$ cat src/rtl/core/plsy_pkg.sv
// Shared constants and types for the point list sorter.
// No dependencies; used by point_list_sort_by_y and its checker.
package plsy_pkg;

  localparam int unsigned MaxPoints = 32;
  localparam int unsigned CoordW    = 16;
  localparam int unsigned AddrW     = (MaxPoints > 1) ? $clog2(MaxPoints) : 1;
  localparam int unsigned CntW      = $clog2(MaxPoints + 1);

  typedef struct packed {
    logic signed [CoordW-1:0] x;
    logic signed [CoordW-1:0] y;
  } point_t;

endpackage

$ cat src/rtl/core/point_list_sort_by_y.sv
// Point list sorter top level: point store, bubble sort sequencer, output register.
// Depends on plsy_pkg.
//
//  channel | handshake               | payload
//  --------+-------------------------+------------------------------------------------
//  in      | in_valid_i / in_ready_o | point_x_i, point_y_i, last_point_i
//  out     | out_valid_o/ out_ready_i| sorted_x_o, sorted_y_o, final_out_o, overflow_o
//
// Loading accepts one point per cycle. A list of n points is then sorted in place in one
// single-port-write, one-read synchronous memory by bubble-sort passes, each pass
// shortening the range by one entry. Each sorted point is read back, loaded into the
// output register and held there until taken. No input is taken from the last
// point of a list until its final result is taken. Reset needs no clearing pass.

module point_list_sort_by_y (
  input  logic                                clk_i,
  input  logic                                rst_ni,
  input  logic                                in_valid_i,
  output logic                                in_ready_o,
  input  logic signed [plsy_pkg::CoordW-1:0]  point_x_i,
  input  logic signed [plsy_pkg::CoordW-1:0]  point_y_i,
  input  logic                                last_point_i,
  output logic                                out_valid_o,
  input  logic                                out_ready_i,
  output logic signed [plsy_pkg::CoordW-1:0]  sorted_x_o,
  output logic signed [plsy_pkg::CoordW-1:0]  sorted_y_o,
  output logic                                final_out_o,
  output logic                                overflow_o
);

  typedef enum logic [7:0] {
    S_LOAD      = 8'b0000_0001,
    S_PSTART    = 8'b0000_0010,
    S_PFIRST    = 8'b0000_0100,
    S_PRUN      = 8'b0000_1000,
    S_PEND      = 8'b0001_0000,
    S_EMIT_RD   = 8'b0010_0000,
    S_EMIT_LD   = 8'b0100_0000,
    S_EMIT_HOLD = 8'b1000_0000
  } state_e;

  state_e state_q, state_d;

  logic [plsy_pkg::CntW-1:0]  fill_q, fill_d;
  logic                       drop_q, drop_d;
  logic [plsy_pkg::AddrW-1:0] lim_q, lim_d;
  logic [plsy_pkg::AddrW-1:0] idx_q, idx_d;
  plsy_pkg::point_t           carry_q, carry_d;

  plsy_pkg::point_t           mem_q [plsy_pkg::MaxPoints];
  plsy_pkg::point_t           rdata_q;
  logic                       mem_we;
  logic [plsy_pkg::AddrW-1:0] mem_waddr, mem_raddr;
  plsy_pkg::point_t           mem_wdata, in_point;

  plsy_pkg::point_t           out_q;
  logic                       out_load, final_d, final_q, ovf_q;

  logic in_accept, out_accept, full, carry_gt, emit_last;

  assign in_ready_o = (state_q == S_LOAD);
  assign in_accept  = in_valid_i && in_ready_o;
  assign out_valid_o = (state_q == S_EMIT_HOLD);
  assign out_accept  = out_valid_o && out_ready_i;

  assign in_point.x = point_x_i;
  assign in_point.y = point_y_i;
  assign full       = (fill_q == plsy_pkg::CntW'(plsy_pkg::MaxPoints));
  // Strictly greater keeps equal keys in arrival order.
  assign carry_gt   = (carry_q.y > rdata_q.y);
  assign emit_last  = ((plsy_pkg::CntW'(idx_q) + plsy_pkg::CntW'(1)) == fill_q);

  always_comb begin
    state_d   = state_q;
    fill_d    = fill_q;
    drop_d    = drop_q;
    lim_d     = lim_q;
    idx_d     = idx_q;
    carry_d   = carry_q;
    mem_we    = 1'b0;
    mem_waddr = fill_q[plsy_pkg::AddrW-1:0];
    mem_wdata = in_point;
    mem_raddr = idx_q;
    out_load  = 1'b0;
    final_d   = emit_last;
    case (state_q)
      S_LOAD: begin
        if (in_accept) begin
          if (!full) begin
            mem_we = 1'b1;
            fill_d = fill_q + plsy_pkg::CntW'(1);
          end else begin
            drop_d = 1'b1;
          end
          if (last_point_i) begin
            idx_d = '0;
            lim_d = plsy_pkg::AddrW'(fill_d - plsy_pkg::CntW'(1));
            state_d = (fill_d == plsy_pkg::CntW'(1)) ? S_EMIT_RD : S_PSTART;
          end
        end
      end
      S_PSTART: begin
        mem_raddr = '0;
        state_d   = S_PFIRST;
      end
      S_PFIRST: begin
        carry_d   = rdata_q;
        mem_raddr = plsy_pkg::AddrW'(1);
        idx_d     = plsy_pkg::AddrW'(1);
        state_d   = S_PRUN;
      end
      S_PRUN: begin
        // The smaller of carry and the entry just read settles one place lower.
        mem_we    = 1'b1;
        mem_waddr = idx_q - plsy_pkg::AddrW'(1);
        if (carry_gt) begin
          mem_wdata = rdata_q;
        end else begin
          mem_wdata = carry_q;
          carry_d   = rdata_q;
        end
        mem_raddr = idx_q + plsy_pkg::AddrW'(1);
        if (idx_q == lim_q) begin
          state_d = S_PEND;
        end else begin
          idx_d = idx_q + plsy_pkg::AddrW'(1);
        end
      end
      S_PEND: begin
        mem_we    = 1'b1;
        mem_waddr = lim_q;
        mem_wdata = carry_q;
        lim_d     = lim_q - plsy_pkg::AddrW'(1);
        idx_d     = '0;
        state_d   = (lim_q == plsy_pkg::AddrW'(1)) ? S_EMIT_RD : S_PSTART;
      end
      S_EMIT_RD: begin
        state_d = S_EMIT_LD;
      end
      S_EMIT_LD: begin
        out_load = 1'b1;
        state_d  = S_EMIT_HOLD;
      end
      S_EMIT_HOLD: begin
        if (out_accept) begin
          if (final_q) begin
            fill_d  = '0;
            drop_d  = 1'b0;
            idx_d   = '0;
            state_d = S_LOAD;
          end else begin
            idx_d   = idx_q + plsy_pkg::AddrW'(1);
            state_d = S_EMIT_RD;
          end
        end
      end
      default: begin
        state_d = S_LOAD;
      end
    endcase
  end

  always_ff @(posedge clk_i or negedge rst_ni) begin
    if (!rst_ni) begin
      state_q <= S_LOAD;
      fill_q  <= '0;
      drop_q  <= 1'b0;
      lim_q   <= '0;
      idx_q   <= '0;
    end else begin
      state_q <= state_d;
      fill_q  <= fill_d;
      drop_q  <= drop_d;
      lim_q   <= lim_d;
      idx_q   <= idx_d;
    end
  end

  always_ff @(posedge clk_i) begin
    carry_q <= carry_d;
    if (out_load) begin
      out_q   <= rdata_q;
      final_q <= final_d;
      ovf_q   <= drop_q;
    end
  end

  always_ff @(posedge clk_i) begin
    if (mem_we) begin
      mem_q[mem_waddr] <= mem_wdata;
    end
    rdata_q <= mem_q[mem_raddr];
  end

  assign sorted_x_o  = out_q.x;
  assign sorted_y_o  = out_q.y;
  assign final_out_o = final_q;
  assign overflow_o  = ovf_q;

endmodule

$ cat config.mk
export PLATFORM = sky130hd
export DESIGN_NAME = point_list_sort_by_y
export DESIGN_NICKNAME = d
export VERILOG_FILES = /design/src/rtl/core/plsy_pkg.sv /design/src/rtl/core/point_list_sort_by_y.sv
export SDC_FILE = /design/constraint.sdc
export NUM_CORES = 1
export LEC_CHECK = 0
export BUFFER_PORTS_ARGS = -buffer_cell sky130_fd_sc_hd__buf_2
export CORE_MARGIN = 5
export CORE_UTILIZATION = 60
export DETAILED_ROUTE_END_ITERATION = 8
export PLACE_DENSITY = 0.77
export SYNTH_ARGS = -nofsm -noshare
export SYNTH_HDL_FRONTEND = slang
export SYNTH_SLANG_ARGS = --single-unit
$ cat constraint.sdc
create_clock -name clk_i -period 5.2 [get_ports clk_i]
set_input_delay 0.78 -clock clk_i [delete_from_list [all_inputs] [get_ports clk_i]]
set_output_delay 0.78 -clock clk_i [all_outputs]
set_load 0.01 [all_outputs]
==> impl_metrics.toml <==
[run_status]
outcome = "finished, final reports clean"

[synthesis]
synth.distinct_cells = 68
synth_seq_area_share = 0.739
synth.area.top_cells = "edfxtp_1 71%, nand2_1 7.5%, nand3_1 3.6%"
synthCells = 3379
synth_fp_nets = 3440
syn_area_mm2 = 0.0460
ys.warnings.count = 0
yosys_register_bits = 1147
synth_enable_flop_cells = 1090
synth_area_leader_cell = "edfxtp_1"
ys.flop_type = "edfxtp_1"
synth_top_cell_area_share = 0.712
syn_avg_cell_area_um2 = 13.6
synth-async-reset-ratio = 0.0218

[drt]
dr.pass1.iters = 6
drt_iter0_drc = 3378
postRouteAntennaNets = 0
routed-via-count = 28900
routed_wl_mm = 112
drcViolationCount = 0
vias_per_cell = 6.31
routedWlPerCell_um = 24.5

[setup_path]
worstSetupPathType = "reg -> reg"
cpPeakStageDelay_ns = 0.63
cp_cell_sequence = "nor4_2 -> and4b_1 -> nor2_1 -> a21oi_1 -> a21boi_0 -> nand2_1 -> nor2_4 -> buf_4"
worst_setup_path_end_kind = "flop"
crit_required_ns = 5.51
r2r-start = "state_q[3]$_DFFE_PN0P_"
critical_path.startpoint_type = "flop"
cp_slowest_cell = "nand2_1"
reg2reg_to = "mem_q[24][23]$_DFFE_PP_"
crit_end = "mem_q[24][23]$_DFFE_PP_"
crit_fanout = 32
crit_arrival_ns = 4.63
r2r_slack_ns = 0.88
path_depth = 8
reg2regPathDepth = 8
crit_start = "state_q[3]$_DFFE_PN0P_"
timing.critical_path.buf_inv = 1
crit_family = "simple AND/OR/NAND/NOR gates"

[cts]
clk_pin_slew_ns = 0.06
root_buffer = "clkbuf_16"
htreeDepth = 3
cts_tree = "built"
ctsResizeCount = 0
clk_latency_ns = 0.69
postCtsHoldBufs = 0
cts_sinks = 1147
cts_buffers = 110
cts_setup_buffers = 0
cts_buffer_depth = 3

[global_route]
grt_use_met1 = 0.387
grt_util_met2 = 0.417
grt_pass1_wl_mm = 169
grt-ovfl-total = 0
use_met3 = 0.0745
grtUsageTotal = 0.269
grt_max_degree = 118
grt_pass1_vias = 27800
antenna_found_initial = 3
top_usage_layer = "met2"

[power]
irDropWorstVdd_v = 0.000278
swShare = 0.271
seq_power_share = 0.505
switchingPower_mw = 5.99
share_comb_of_total_power = 0.144
power.density_mw_per_mm2 = 430
clkPwrFrac = 0.352
power_leakage_nw = 17.5
p_int_mw = 16.1

[sta]
rsz0062_at_grt = "false"
min_period_over_period = 0.831
tightest_slew_ns = 1.25
slew_headroom = 0.163
tns_ns = 0
finClkSkew_ns = 0.0409
drv_slew = 0
fmax_mhz = 231
setup_violations = 0
final_hold_viol_count = 0
finalCriticalPeriod_ns = 4.32
fin_ws_ns = 0.878

[die]
die_h_um = 287
initial_core_util = 0.606
rows = 101
fp.coreArea_mm2 = 0.0759
io_pins = 73
die_w_um = 287
dieArea_mm2 = 0.0823

[cells_and_area]
mostFrequentLayoutCell = "edfxtp_1"
final_cell_mix = "1,090 x edfxtp_1, 917 x nand2_1, 329 x nand3_1, 111 x clkbuf_16, 100 x nand4_1"
drive_gt1_frac = 0.122
nets = 3514
syn_to_final_growth_pct = 11.8
finalInstanceArea_mm2 = 0.0514

[run]
max_cap_violations = 0

[placed_design]
dp_hpwl_mm = 69.0
dp_slack_ns = 0.994
gp_congestion = 0.946
port_buffers = 72
placed_cell_area_mm2 = 0.0479

[hold_path]
worstHoldPathType = "in -> async"
-- worst min path at each step --
stage                     cells after the start  slack, ns               start                    end
after floorplan                               0       0.42  drop_q$_DFFE_PN0P_   overflow_o$_DFFE_PP_
after global placement                        0       0.44  drop_q$_DFFE_PN0P_   overflow_o$_DFFE_PP_
after detailed placement                      0       0.43  drop_q$_DFFE_PN0P_   overflow_o$_DFFE_PP_
after CTS                                     1       0.09              rst_ni  fill_q[1]$_DFFE_PN0P_
after global routing                          1       0.15              rst_ni  fill_q[0]$_DFFE_PN0P_
final                                         1       0.11              rst_ni   idx_q[1]$_DFFE_PN0P_
-- final cells by class --
class | instances | area (µm²)
inverters | 32 | 120
fillers | 5012 | 24500
well taps | 1030 | 1290
flip-flops and latches | 1147 | 34000
clock buffers | 135 | 2910
clock inverters | 67 | 627
repair buffers | 177 | 1300
diodes | 2 | 5.00
multi-input cells | 1985 | 11200
-- flip-flops by register name, indices dropped and copies added, names as in the netlist, 5 cells and up --
register and flops:
mem_q 1024, carry_q 32, rdata_q 32, sorted_x_o 16, sorted_y_o 16, state_q 8
fill_q 6, idx_q 5, lim_q 5
-- through the flow --
| stage | hold slack (ns) | power [mW] | instances | util |
|---|---|---|---|---|
| floorplan | 0.425 | 13.1 | 3379 | - |
| global placement | 0.442 | 14.3 | 4371 | 0.631 |
| detailed placement | 0.435 | 14.4 | 4371 | 0.631 |
| CTS | 0.0936 | 22.1 | 4573 | 0.677 |
| global route | 0.148 | 22.9 | 4574 | 0.677 |
| finish | 0.105 | 22.1 | 4575 | 0.677 |
-- kinds of logic after synthesis --
group | after synthesis | synth area share
flops | 1147 | 0.739
buf+inv | 247 | 0.0245
mux | 98 | 0.0214
fa+ha+maj | 24 | 0.00653
simple gates | 1513 | 0.144
compound gates | 328 | 0.0599
xor+xnor | 22 | 0.00419
-- power by group through the flow --
stage | Clock (mW) | Combinational [mW] | Sequential, mW
floorplan | 0 | 2.04 | 11.1
global placement | 0 | 2.99 | 11.3
detailed placement | 0 | 3.10 | 11.3
CTS | 7.86 | 3.13 | 11.1
global route | 8.27 | 3.39 | 11.2
finish | 7.78 | 3.18 | 11.2
-- worst register-to-register path: stages, from the launching register on --
cell and delay, ns:
dfrtp_1 0.52, nor4_2 0.54, and4b_1 0.61, nor2_1 0.28, a21oi_1 0.24, a21boi_0 0.33
nand2_1 0.64, nor2_4 0.33, buf_4 0.44
-- Yosys cell counts (3+ instances only) --
| master | number |
|---|---|
| a211oi_1 | 5 |
| a21o_1 | 6 |
| a21oi_1 | 21 |
| a221o_1 | 33 |
| a221oi_2 | 31 |
| a22o_1 | 36 |
| a22oi_1 | 32 |
| a31oi_1 | 38 |
| a32oi_1 | 62 |
| and2_1 | 5 |
| and3_1 | 37 |
| buf_1 | 8 |
| buf_2 | 103 |
| buf_4 | 11 |
| buf_6 | 4 |
| clkbuf_1 | 89 |
| dfrtp_1 | 24 |
| dfxtp_1 | 32 |
| edfxtp_1 | 1090 |
| ha_1 | 24 |
| inv_1 | 32 |
| mux2i_1 | 96 |
| nand2_1 | 917 |
| nand2b_1 | 6 |
| nand3_1 | 330 |
| nand4_1 | 100 |
| nand4b_1 | 3 |
| nor2_1 | 76 |
| nor3_1 | 9 |
| nor4_1 | 3 |
| o211ai_1 | 7 |
| o21ai_0 | 28 |
| o21ai_1 | 5 |
| o22ai_1 | 5 |
| o31ai_1 | 3 |
| or2_2 | 3 |
| or3_1 | 3 |
| xnor2_1 | 12 |
| xor2_1 | 10 |
-- metal layers --
| layer | share of wire | wire [µm] | vias up |
|---|---|---|---|
| li1 | - | - | 12800 |
| met3 | 0.12 | 13300 | 148 |
| met1 | 0.40 | 44500 | 14400 |
| met4 | 0.019 | 2090 | 2 |
| met5 | 0.00015 | 17 | - |
| met2 | 0.47 | 52300 | 1592 |
No activity file was read; power rests on OpenSTA's default activity.
